$ cat src/design/sha1_pkg.sv
`default_nettype none
// ----------------------------------------------------------------------------
// sha1_pkg
// Shared types and constants for the SHA-1 message digest block.
// ----------------------------------------------------------------------------
package sha1_pkg;

	localparam logic [31:0] K0 = 32'h5a827999;
	localparam logic [31:0] K1 = 32'h6ed9eba1;
	localparam logic [31:0] K2 = 32'h8f1bbcdc;
	localparam logic [31:0] K3 = 32'hca62c1d6;

	localparam logic [31:0] IV0 = 32'h67452301;
	localparam logic [31:0] IV1 = 32'hefcdab89;
	localparam logic [31:0] IV2 = 32'h98badcfe;
	localparam logic [31:0] IV3 = 32'h10325476;
	localparam logic [31:0] IV4 = 32'hc3d2e1f0;

	localparam logic [7:0] PAD_BYTE = 8'h80;
	localparam logic [5:0] LEN_POS  = 6'd56;
	localparam logic [6:0] LAST_ROUND = 7'd79;
	localparam logic [2:0] LAST_WORD_IDX = 3'd4;

	typedef enum logic [2:0] {
		ST_IDLE,
		ST_ROUND,
		ST_FOLD,
		ST_PAD,
		ST_EMIT
	} state_t;

	// Byte source for the block buffer.
	typedef enum logic [1:0] {
		BSRC_DATA,
		BSRC_PAD,
		BSRC_ZERO,
		BSRC_LEN
	} bsrc_t;

	// Controller to datapath.
	typedef struct packed {
		logic  put_byte;
		bsrc_t bsrc;
		logic  add_bits;
		logic  start_rounds;
		logic  do_round;
		logic  fold;
		logic  restart;
		logic  latch_len;
	} dp_cmd_t;

	// Datapath to controller.
	typedef struct packed {
		logic       block_full;   // put_byte fills the last slot
		logic [5:0] byte_pos;
		logic       last_round;
	} dp_sts_t;

	function automatic logic [31:0] rotl(input logic [31:0] v, input int n);
		rotl = (v << n) | (v >> (32 - n));
	endfunction

endpackage
`default_nettype wire

$ cat src/design/sha1_datapath.sv
`default_nettype none
// ----------------------------------------------------------------------------
// sha1_datapath
// Block buffer, bit counter, chaining words and one SHA-1 round per cycle.
// ----------------------------------------------------------------------------
module sha1_datapath (
	input  wire logic              clk,
	input  wire logic              arst_n,
	input  wire sha1_pkg::dp_cmd_t cmd,
	input  wire logic [7:0]        data_byte,
	input  wire logic [2:0]        out_idx,
	output sha1_pkg::dp_sts_t      sts,
	output logic [31:0]            out_word
);

	logic [31:0] blk_q [16];
	logic [31:0] h_q [5];
	logic [31:0] a_q, b_q, c_q, d_q, e_q;
	logic [63:0] bits_q;
	logic [63:0] len_q;
	logic [5:0]  pos_q;
	logic [6:0]  rnd_q;
	logic [2:0]  len_cnt;
	logic [7:0]  byte_in;
	logic [31:0] wt, wnew, f, k, tmp;

	// Byte selection; length bytes go out most significant first
	assign len_cnt = pos_q[2:0];
	always_comb begin
		case (cmd.bsrc)
			sha1_pkg::BSRC_DATA: byte_in = data_byte;
			sha1_pkg::BSRC_PAD:  byte_in = sha1_pkg::PAD_BYTE;
			sha1_pkg::BSRC_ZERO: byte_in = 8'h00;
			sha1_pkg::BSRC_LEN:  byte_in = len_q[63 - 8*len_cnt -: 8];
			default:             byte_in = 8'h00;
		endcase
	end

	// Round logic; the schedule expands in place over the circular buffer
	assign wnew = sha1_pkg::rotl(blk_q[rnd_q[3:0] + 4'd13] ^ blk_q[rnd_q[3:0] + 4'd8]
		^ blk_q[rnd_q[3:0] + 4'd2] ^ blk_q[rnd_q[3:0]], 1);
	assign wt = (rnd_q < 7'd16) ? blk_q[rnd_q[3:0]] : wnew;
	always_comb begin
		if (rnd_q < 7'd20) begin
			f = (b_q & c_q) | (~b_q & d_q);
			k = sha1_pkg::K0;
		end else if (rnd_q < 7'd40) begin
			f = b_q ^ c_q ^ d_q;
			k = sha1_pkg::K1;
		end else if (rnd_q < 7'd60) begin
			f = (b_q & c_q) | (b_q & d_q) | (c_q & d_q);
			k = sha1_pkg::K2;
		end else begin
			f = b_q ^ c_q ^ d_q;
			k = sha1_pkg::K3;
		end
	end
	assign tmp = sha1_pkg::rotl(a_q, 5) + f + e_q + k + wt;

	// Block buffer, written by bytes or by schedule expansion
	always_ff @(posedge clk) begin
		if (cmd.put_byte) begin
			blk_q[pos_q[5:2]][31 - 8*pos_q[1:0] -: 8] <= byte_in;
		end else if (cmd.do_round && rnd_q >= 7'd16) begin
			blk_q[rnd_q[3:0]] <= wnew;
		end
	end

	// Working variables and length snapshot
	always_ff @(posedge clk) begin
		if (cmd.start_rounds) begin
			a_q <= h_q[0];
			b_q <= h_q[1];
			c_q <= h_q[2];
			d_q <= h_q[3];
			e_q <= h_q[4];
		end else if (cmd.do_round) begin
			a_q <= tmp;
			b_q <= a_q;
			c_q <= sha1_pkg::rotl(b_q, 30);
			d_q <= c_q;
			e_q <= d_q;
		end
		if (cmd.latch_len) begin
			len_q <= bits_q;
		end
	end

	// Control registers
	always_ff @(posedge clk or negedge arst_n) begin
		if (!arst_n) begin
			h_q[0] <= sha1_pkg::IV0;
			h_q[1] <= sha1_pkg::IV1;
			h_q[2] <= sha1_pkg::IV2;
			h_q[3] <= sha1_pkg::IV3;
			h_q[4] <= sha1_pkg::IV4;
			bits_q <= '0;
			pos_q  <= '0;
			rnd_q  <= '0;
		end else begin
			if (cmd.restart) begin
				h_q[0] <= sha1_pkg::IV0;
				h_q[1] <= sha1_pkg::IV1;
				h_q[2] <= sha1_pkg::IV2;
				h_q[3] <= sha1_pkg::IV3;
				h_q[4] <= sha1_pkg::IV4;
				bits_q <= '0;
				pos_q  <= '0;
			end else begin
				if (cmd.fold) begin
					h_q[0] <= h_q[0] + a_q;
					h_q[1] <= h_q[1] + b_q;
					h_q[2] <= h_q[2] + c_q;
					h_q[3] <= h_q[3] + d_q;
					h_q[4] <= h_q[4] + e_q;
				end
				if (cmd.add_bits) begin
					bits_q <= bits_q + 64'd8;
				end
				if (cmd.put_byte) begin
					pos_q <= pos_q + 6'd1;
				end
			end
			if (cmd.start_rounds) begin
				rnd_q <= '0;
			end else if (cmd.do_round) begin
				rnd_q <= rnd_q + 7'd1;
			end
		end
	end

	assign sts.block_full = cmd.put_byte && (pos_q == 6'd63);
	assign sts.byte_pos   = pos_q;
	assign sts.last_round = (rnd_q == sha1_pkg::LAST_ROUND);
	assign out_word       = h_q[out_idx];

endmodule
`default_nettype wire

$ cat src/design/sha1_ctrl.sv
`default_nettype none
// ----------------------------------------------------------------------------
// sha1_ctrl
// Sequencer: byte intake, padding, compression rounds and digest output.
// ----------------------------------------------------------------------------
module sha1_ctrl (
	input  wire logic              clk,
	input  wire logic              arst_n,
	input  wire logic              in_valid,
	output logic                   in_ready,
	input  wire logic              byte_valid,
	input  wire logic              end_of_message,
	output logic                   out_valid,
	input  wire logic              out_ready,
	output logic [2:0]             out_idx,
	output sha1_pkg::dp_cmd_t      cmd,
	input  wire sha1_pkg::dp_sts_t sts
);

	sha1_pkg::state_t state_q, state_d;
	logic closing_q, closing_d;      // message closed, digest pending
	logic padded_q, padded_d;        // 0x80 byte already written
	logic len_phase_q, len_phase_d;  // zero fill done, length bytes go next
	logic [2:0] idx_q, idx_d;
	logic acc;

	always_ff @(posedge clk or negedge arst_n) begin
		if (!arst_n) begin
			state_q     <= sha1_pkg::ST_IDLE;
			closing_q   <= 1'b0;
			padded_q    <= 1'b0;
			len_phase_q <= 1'b0;
			idx_q       <= '0;
		end else begin
			state_q     <= state_d;
			closing_q   <= closing_d;
			padded_q    <= padded_d;
			len_phase_q <= len_phase_d;
			idx_q       <= idx_d;
		end
	end

	assign out_idx = idx_q;
	assign acc     = in_valid && in_ready;

	always_comb begin
		state_d     = state_q;
		closing_d   = closing_q;
		padded_d    = padded_q;
		len_phase_d = len_phase_q;
		idx_d       = idx_q;
		cmd         = '0;
		cmd.bsrc    = sha1_pkg::BSRC_DATA;
		in_ready    = 1'b0;
		out_valid   = 1'b0;
		case (state_q)
			sha1_pkg::ST_IDLE: begin
				in_ready = 1'b1;
				if (acc) begin
					if (byte_valid) begin
						cmd.put_byte = 1'b1;
						cmd.add_bits = 1'b1;
					end
					if (end_of_message) begin
						closing_d = 1'b1;
						state_d   = sha1_pkg::ST_PAD;
					end
					if (byte_valid && sts.block_full) begin
						cmd.start_rounds = 1'b1;
						state_d          = sha1_pkg::ST_ROUND;
					end
				end
			end
			sha1_pkg::ST_ROUND: begin
				cmd.do_round = 1'b1;
				if (sts.last_round) begin
					state_d = sha1_pkg::ST_FOLD;
				end
			end
			sha1_pkg::ST_FOLD: begin
				cmd.fold = 1'b1;
				state_d  = closing_q ? sha1_pkg::ST_PAD : sha1_pkg::ST_IDLE;
				if (closing_q && len_phase_q) begin
					// length already written: block was final
					state_d     = sha1_pkg::ST_EMIT;
					idx_d       = '0;
					closing_d   = 1'b0;
					padded_d    = 1'b0;
					len_phase_d = 1'b0;
				end
			end
			sha1_pkg::ST_PAD: begin
				// first the 0x80 byte, then zeros up to byte 56, then the length
				cmd.put_byte = 1'b1;
				if (!padded_q) begin
					cmd.bsrc      = sha1_pkg::BSRC_PAD;
					cmd.latch_len = 1'b1;
					padded_d      = 1'b1;
					if (sts.byte_pos == sha1_pkg::LEN_POS - 6'd1) begin
						len_phase_d = 1'b1;
					end
				end else if (len_phase_q) begin
					cmd.bsrc = sha1_pkg::BSRC_LEN;
				end else begin
					cmd.bsrc = sha1_pkg::BSRC_ZERO;
					if (sts.byte_pos == sha1_pkg::LEN_POS - 6'd1) begin
						len_phase_d = 1'b1;
					end
				end
				if (sts.block_full) begin
					cmd.start_rounds = 1'b1;
					state_d          = sha1_pkg::ST_ROUND;
				end
			end
			sha1_pkg::ST_EMIT: begin
				out_valid = 1'b1;
				if (out_ready) begin
					idx_d = idx_q + 3'd1;
					if (idx_q == sha1_pkg::LAST_WORD_IDX) begin
						cmd.restart = 1'b1;
						idx_d       = '0;
						state_d     = sha1_pkg::ST_IDLE;
					end
				end
			end
			default: state_d = sha1_pkg::ST_IDLE;
		endcase
		// A fold outside a closing message returns to idle.
		if (state_q == sha1_pkg::ST_FOLD && !closing_q) begin
			state_d = sha1_pkg::ST_IDLE;
		end
	end

endmodule
`default_nettype wire

$ cat src/design/sha1_message_digest.sv
`default_nettype none
// ----------------------------------------------------------------------------
// sha1_message_digest
// SHA-1 over a byte stream, five digest words per message.
// ----------------------------------------------------------------------------
// Input channel (in_valid/in_ready): data_byte with byte_valid, and
// end_of_message to close the message. The 64th byte of a block starts the
// compression rounds and then the fold, during which in_ready is low. One
// compression round per cycle sets the rate. End of message pads one byte
// per cycle to the 64-byte boundary (plus a second block when the length
// does not fit) and runs the final compressions. It then presents five
// results h0..h4 on the output channel (out_valid/out_ready), word_index
// counting 0..4 and last_word on the fifth. If the receiver stalls, the
// word holds and no input is taken until all five words are delivered. The
// chaining words then reload the initial vector for the next message. Reset
// returns the block to idle with the initial vector, zero bit count and
// empty block.
// ----------------------------------------------------------------------------
module sha1_message_digest (
	input  wire logic        clk,
	input  wire logic        arst_n,
	input  wire logic        in_valid,
	output logic             in_ready,
	input  wire logic [7:0]  data_byte,
	input  wire logic        byte_valid,
	input  wire logic        end_of_message,
	output logic             out_valid,
	input  wire logic        out_ready,
	output logic [31:0]      digest_word,
	output logic [2:0]       word_index,
	output logic             last_word
);

	sha1_pkg::dp_cmd_t cmd;
	sha1_pkg::dp_sts_t sts;
	logic [2:0]        idx;

	sha1_ctrl u_ctrl (
		.clk            (clk),
		.arst_n         (arst_n),
		.in_valid       (in_valid),
		.in_ready       (in_ready),
		.byte_valid     (byte_valid),
		.end_of_message (end_of_message),
		.out_valid      (out_valid),
		.out_ready      (out_ready),
		.out_idx        (idx),
		.cmd            (cmd),
		.sts            (sts)
	);

	sha1_datapath u_dp (
		.clk       (clk),
		.arst_n    (arst_n),
		.cmd       (cmd),
		.data_byte (data_byte),
		.out_idx   (idx),
		.sts       (sts),
		.out_word  (digest_word)
	);

	assign word_index = idx;
	assign last_word  = (idx == sha1_pkg::LAST_WORD_IDX);

`ifndef ASSERT_OFF
	// No input transaction while a digest is being delivered
	a_no_in_during_out: assert property (@(posedge clk) disable iff (!arst_n)
		out_valid |-> !in_ready) else $error("input taken during output");

	// Word index stays in range
	a_idx_range: assert property (@(posedge clk) disable iff (!arst_n)
		out_valid |-> (word_index <= sha1_pkg::LAST_WORD_IDX))
		else $error("word index out of range");

	// Rounds never overlap a byte write
	a_round_excl: assert property (@(posedge clk) disable iff (!arst_n)
		cmd.do_round |-> !cmd.put_byte) else $error("round with byte write");

	// After the last word is taken, the block returns to accepting input
	a_last_then_idle: assert property (@(posedge clk) disable iff (!arst_n)
		(out_valid && out_ready && last_word) |=> in_ready)
		else $error("not idle after digest");
`endif

endmodule
`default_nettype wire
$ cat config.mk
export PLATFORM = sky130hd
export DESIGN_NAME = sha1_message_digest
export DESIGN_NICKNAME = d
export VERILOG_FILES = /design/src/design/sha1_pkg.sv /design/src/design/sha1_datapath.sv /design/src/design/sha1_ctrl.sv /design/src/design/sha1_message_digest.sv
export SDC_FILE = /design/constraint.sdc
export NUM_CORES = 2
export LEC_CHECK = 0
export ABC_AREA = 1
export BUFFER_PORTS_ARGS = -buffer_cell sky130_fd_sc_hd__buf_4
export CORE_UTILIZATION = 45
export DETAILED_ROUTE_END_ITERATION = 12
export PLACE_DENSITY = 0.72
export SYNTH_ARGS = -nofsm -noshare
export SYNTH_HDL_FRONTEND = slang
export SYNTH_SLANG_ARGS = --single-unit
$ cat constraint.sdc
create_clock -name clk -period 9.04 [get_ports clk]
set_input_delay 1.808 -clock clk [delete_from_list [all_inputs] [get_ports clk]]
set_output_delay 1.808 -clock clk [all_outputs]
set_load 0.02 [all_outputs]
Yosys cells after proc, flatten, opt, wreduce, memory -nomap -nowiden
Memories as Yosys holds them, arrays and structs flattened.
Index checks and enable logic that the tools add are counted.
- bits in registers: 470
- bits in writable memories: 512
- input port bits: 14
- output and inout port bits: 38
- logic and storage cells: 191
- memories: 1
- add/sub/neg operators: 19
- magnitude comparators: 6
- eq/ne operators: 22
- shift operators: 3
- multiplexer cells: 82
- bitwise logic cells: 17
- reductions and logical operators: 22
- memory list (memory ; depth ; width ; rd ports ; clocked after Yosys merged registers in ; write ports ; line ; text):
    u_dp.blk_q ; 16 ; 32 ; 4 ; 0 ; 1 ; sha1_datapath.sv:16 ; logic [31:0] blk_q [16];
- operator list (kind ; number):
    $mux 32 ; 21
    $mux 160 ; 2
    $add 32x32->32 ; 9
    $xor 32x32->32 ; 5
    $and 32x32->32 ; 4
    $mux 64 ; 2
    $bmux 32 s3 ; 1
    $or 32x32->32 ; 3
    $shiftx 71x33->8 ; 1
    $add 64x4->64 const B ; 1
    $shift 8x34->39 const A ; 1
    $shiftx 8x34->39 ; 1
    $mux 3 ; 12
    $neg 32->34 ; 1
    $not 32->32 ; 1
    $or 32x1->32 ; 1
    $or 32x30->32 ; 1
    $or 32x5->32 ; 1
    $pmux 8 s4 ; 1
    $reduce_or 32->1 ; 1
    $mux 31 ; 1
    $mux 1 ; 26
    $pmux 3 s5 ; 1
    $lt 7x5->1 const B ; 2
    38 further kinds ; 71

Depth between registers and ports, before layout
- depth in word-level cells: 12
- gate-level depth with buffers: 38
- mapped depth without buffers: 33

Hierarchy
A second synthesis with hierarchy kept.
- cells, all modules: 8039
- area, all modules: 64976.1 um^2
- by module, submodules not included (module ; times used ; cells each ; area each (um^2) ; sequential area each (um^2)):
    sha1_datapath ; 1 ; 7940 ; 64317.9 ; 27966.8
    sha1_ctrl ; 1 ; 96 ; 644.4 ; 225.2
    sha1_message_digest ; 1 ; 3 ; 13.8 ; 0.0

Worst setup path after synthesis
Ideal clock, no wire load.
- path type: input to register
- start: input in_valid
- end: register u_dp.a_q[0], enable pin
- setup time: 528 ps
- arrival time: 6374 ps
- required time: 8512 ps
- path slack: 2138 ps
- cell stages on the path: 11
- cell sequence: inv_1 nor2_4 nand2_2 buf_6 nand2_1 nand3_1 nor2_2 nand2_1 buf_2 buf_2 nand2_1
- cells in the longest elaborated chain, start to end: 9
- ends and longest elaborated chain (element ; line ; text):
    from (decl) ; sha1_message_digest.sv:22 ; input wire logic in_valid,
    $logic_and 1x1->1 * ; sha1_ctrl.sv:44 ; assign acc = in_valid && in_ready;
    $mux 1 ; sha1_ctrl.sv:59 ; if (acc) begin
    $pmux 1 s2 ; sha1_ctrl.sv:56 ; case (state_q)
    $logic_and 1x1->1 ; sha1_datapath.sv:132 ; assign sts.block_full = cmd.put_byte && (pos_q == 6'd63);
    $logic_and 1x1->1 ; sha1_ctrl.sv:68 ; if (byte_valid && sts.block_full) begin
    $mux 1 ; sha1_ctrl.sv:68 ;
    $mux 2 ; sha1_ctrl.sv:59 ;
    $pmux 1 s2 * ; sha1_ctrl.sv:56 ;
    $reduce_bool 2->1 (no source line) * ; - ;
    to (signal assigned) ; sha1_datapath.sv:72 ; a_q <= h_q[0];
    to (signal assigned) ; sha1_datapath.sv:78 ; a_q <= tmp;
    to (decl) ; sha1_datapath.sv:18 ; logic [31:0] a_q, b_q, c_q, d_q, e_q;
Every way passes the cells marked *; elsewhere a longest branch is shown, timed or not.
A chain may end at the register's enable or synchronous reset.

Worst setup path in the final report
- start: register u_dp.rnd_q[2]
- end: register u_dp.a_q[27] (data pin)
- cells in the longest elaborated chain, start to end: 10
- ends and longest elaborated chain (element ; line ; text):
    from (decl) ; sha1_datapath.sv:22 ; logic [6:0] rnd_q;
    from (signal assigned) ; sha1_datapath.sv:127 ; rnd_q <= rnd_q + 7'd1;
    $lt 7x6->1 or $add 4x4->4 (tied branches) ; sha1_datapath.sv:50, sha1_datapath.sv:40 ;
    $mux 32 or $mem_v2 16x32 (tied branches) ; - ;
    $mux 32 or $xor 32x32->32 (tied branches) ; sha1_datapath.sv:47, sha1_datapath.sv:40 ;
    $mux 32 or $xor 32x32->32 (tied branches) ; sha1_datapath.sv:44, sha1_datapath.sv:41 ;
    $add 32x32->32 or $xor 32x32->32 (tied branches) ; sha1_datapath.sv:58, sha1_datapath.sv:41 ;
    $add 32x32->32 or $or 32x1->32 (tied branches) ; sha1_datapath.sv:58, sha1_pkg.sv:60 ;
    $add 32x32->32 or $mux 32 (tied branches) ; sha1_datapath.sv:58, sha1_datapath.sv:42 ;
    $add 32x32->32 * ; sha1_datapath.sv:58 ; assign tmp = sha1_pkg::rotl(a_q, 5) + f + e_q + k + wt;
    $mux 32 * ; sha1_datapath.sv:77 ; end else if (cmd.do_round) begin
    $mux 32 * ; sha1_datapath.sv:71 ; if (cmd.start_rounds) begin
Every way passes the cells marked *; elsewhere a longest branch is shown, timed or not. The select of a mux whose other input is x is not followed.

==> out/qor.yml <==
timing:
  min_period_ns: 7.51
  fin_skew_ns: 0.0933
  finalHoldViolCount: 0
  setup_viol: 0
  finalCritPeriodShare: 0.831
  rsz0062_at_grt: "false"
  maxSlewHeadroom: 0.0215
  setup_tns_ns: 0
  slew_viol_final: 0
  tightestPinTransition_ns: 1.46
  max_freq_mhz: 133
die:
  chipHeight_um: 383
  dieArea_um2: 147000
  pin_count: 52
  core_area_um2: 144000
  initial_utilization: 0.455
  row_count: 139
  die_width_um: 383
synthesis:
  synth-edff-count: 733
  synth_nets: 8500
  yosysUniqueCellTypes: 68
  synth_async_sr_flop_share: 0.249
  ys_warn_count: 0
  synth_seq_area_share: 0.431
  synth_cells: 8157
  yosys_most_used_dff: "edfxtp_1"
  syn-cell-area_um2: 65500
  synth_seq_cells: 976
  avgSynthCellArea_um2: 8.02
grt:
  antenna_found_initial: 5
  grt-ovfl-total: 0
  grt_pass1_vias: 56000
  grt_use_total: 0.315
  grt_pass1_wl_um: 349000
  grt_max_degree: 255
route:
  drtAntennaViolNets: 0
  dr_total_vias: 60400
  first_pass_iters: 9
  wire_per_inst_um: 23.6
  post-route-drc-count: 0
  drt-initial-drc-count: 8132
  vias_per_cell: 6.02
  routed_wirelength_um: 236000
finish:
  layout_common_cells: "1658 x nand2_1, 1172 x o21ai_0, 949 x inv_1"
  layout_commonest_cell: "nand2_1"
  drive_gt1_frac: 0.0649
  fin_nets: 8379
  area_delta_synth_final_pct: 8.90
  final_util: 0.495
worst_setup_path:
  critical_path_required_ns: 9.48
  path_buf_inv: 9
  max_stage_delay_ns: 0.61
  crit_type: "reg -> reg"
  critPathLaunch: "u_dp.rnd_q[2]"
  endpoint_kind: "register"
  crit_family: "buffers and inverters"
  start_kind: "register"
  crit_path_max_fanout: 35
  slowest_stage: "buf_4"
  path_common_cell: "nand2_1"
  crit_arrival_ns: 7.95
  r2r_start: "u_dp.rnd_q[2]"
clock_tree:
  clk_path_buf_depth: 3
  cts_buffers: 109
  ctsHoldBuffers: 0
  post_cts_buffers: 0
  clkSinkCount: 976
  clk_latency_ns: 0.78
  htree_levels: 3
  cts.repair.resized: 0
  tritoncts: "done"
  clkTransAtPathRegs_ns: 0.06
  cts_root_buf: "clkbuf_16"
place:
  gp_congestion: 1.02
  dpl.hpwl_um: 165000
  port_buffers: 51
status:
  outcome: "completed"
worst_hold_path:
  hold_class: "reg -> reg"
  holdCritStartpoint: "u_dp.bits_q[50]"
job:
  maxCapViolCount: 0
## metal layers
layer | routed length, um | GRT usage | part of all wire | vias to the layer above
met1 | 93400 | 0.426 | 0.40 | 28600
li1 | - | - | - | 27600
met2 | 103000 | 0.482 | 0.44 | 3623
met5 | 47 | 0 | 0.00020 | -
met4 | 12000 | 0.147 | 0.051 | 8
met3 | 28100 | 0.0683 | 0.12 | 615
## cell families (layout without fill, tap and decap cells)
logic type,after synthesis,in the layout,share of synthesized area
AO/OA/AOI/OAI,2338,2338,0.198
XOR/XNOR,171,171,0.0231
adder cells (fa/ha/maj),329,329,0.0772
buffers and inverters,1378,1351,0.0840
flip-flops,976,976,0.431
multiplexers,4,4,0.000612
other,0,1,0
AND/OR/NAND/NOR,2961,2961,0.186
## final timing paths
| check | to | slack, ns | cells past startpoint |
|---|---|---|---|
| worst max register to register | u_dp.a_q[27] | 1.53 | 34 |
| worst min-delay path | u_dp.len_q[50] | 0.49 | 0 |
| worst max-delay path | u_dp.a_q[27] | 1.53 | 34 |
| min in group asynchronous | u_dp.h_q[159] | 1.10 | 1 |
| worst min register to register | u_dp.len_q[50] | 0.49 | 0 |
| max in group asynchronous | u_dp.h_q[41] | 6.41 | 2 |
## layout make-up
type,instances,area [um^2]
diodes,1,2.50
clock buffers,135,2950
clock inverters,70,822
fillers,13700,72700
inverters,969,3660
multi-input cells,5803,31900
flip-flops and latches,976,28200
well taps,1903,2380
repair buffers,177,1410
## metrics by stage
step           worst slack, ns  area [um^2]  instances  hold WS (ns)
2_1_floorplan             2.14        65500       8157         0.425
3_3_place_gp              1.96        67500       9827         0.482
3_5_place_dp              1.94        67500       9827         0.471
4_1_cts                   1.85        71300      10000         0.486
5_1_grt                   1.39        71300      10000         0.512
6_report                  1.53        71300      10000         0.488
## registers in the layout (all words and copies together) (netlist names)
| register | cells |
|---|---|
| u_ctrl.out_idx | 3 |
| u_dp.d_q | 32 |
| u_dp.b_q | 32 |
| u_dp.pos_q | 6 |
| u_dp.rnd_q | 7 |
| u_dp.h_q | 160 |
| u_dp.len_q | 61 |
| u_ctrl.padded_q | 1 |
| u_dp.blk_q | 512 |
| u_ctrl.len_phase_q | 1 |
| u_ctrl.state_q | 3 |
| u_dp.e_q | 32 |
| u_dp.bits_q | 61 |
| u_dp.a_q | 32 |
| u_ctrl.closing_q | 1 |
| u_dp.c_q | 32 |
## cells in the mapped netlist (10+ instances only)
| cell type | number | area share |
|---|---|---|
| a211oi_1 | 13 | 0.0015 |
| a21boi_0 | 25 | 0.0029 |
| a21o_1 | 43 | 0.0049 |
| a21oi_1 | 554 | 0.042 |
| a221oi_1 | 17 | 0.0023 |
| a31oi_1 | 26 | 0.0025 |
| buf_1 | 57 | 0.0033 |
| buf_2 | 121 | 0.0093 |
| buf_4 | 10 | 0.0011 |
| buf_6 | 18 | 0.0031 |
| clkbuf_1 | 203 | 0.012 |
| dfrtp_1 | 163 | 0.062 |
| dfstp_2 | 80 | 0.032 |
| edfxtp_1 | 733 | 0.34 |
| fa_1 | 125 | 0.038 |
| ha_1 | 204 | 0.039 |
| inv_1 | 953 | 0.055 |
| nand2_1 | 1662 | 0.095 |
| nand3_1 | 424 | 0.032 |
| nand3b_1 | 13 | 0.0015 |
| nand4_1 | 41 | 0.0039 |
| nor2_1 | 631 | 0.036 |
| nor3_1 | 99 | 0.0076 |
| nor4_1 | 20 | 0.0019 |
| o211ai_1 | 123 | 0.014 |
| o21a_1 | 13 | 0.0015 |
| o21ai_0 | 1173 | 0.090 |
| o21ai_1 | 117 | 0.0089 |
| o21bai_1 | 37 | 0.0042 |
| o221ai_1 | 66 | 0.0088 |
| o22ai_1 | 91 | 0.0087 |
| or2_2 | 47 | 0.0045 |
| xnor2_1 | 82 | 0.011 |
| xor2_1 | 87 | 0.012 |
Power is not shown: default switching activity piles up to over one toggle a cycle in this logic, so the estimate is an artifact.
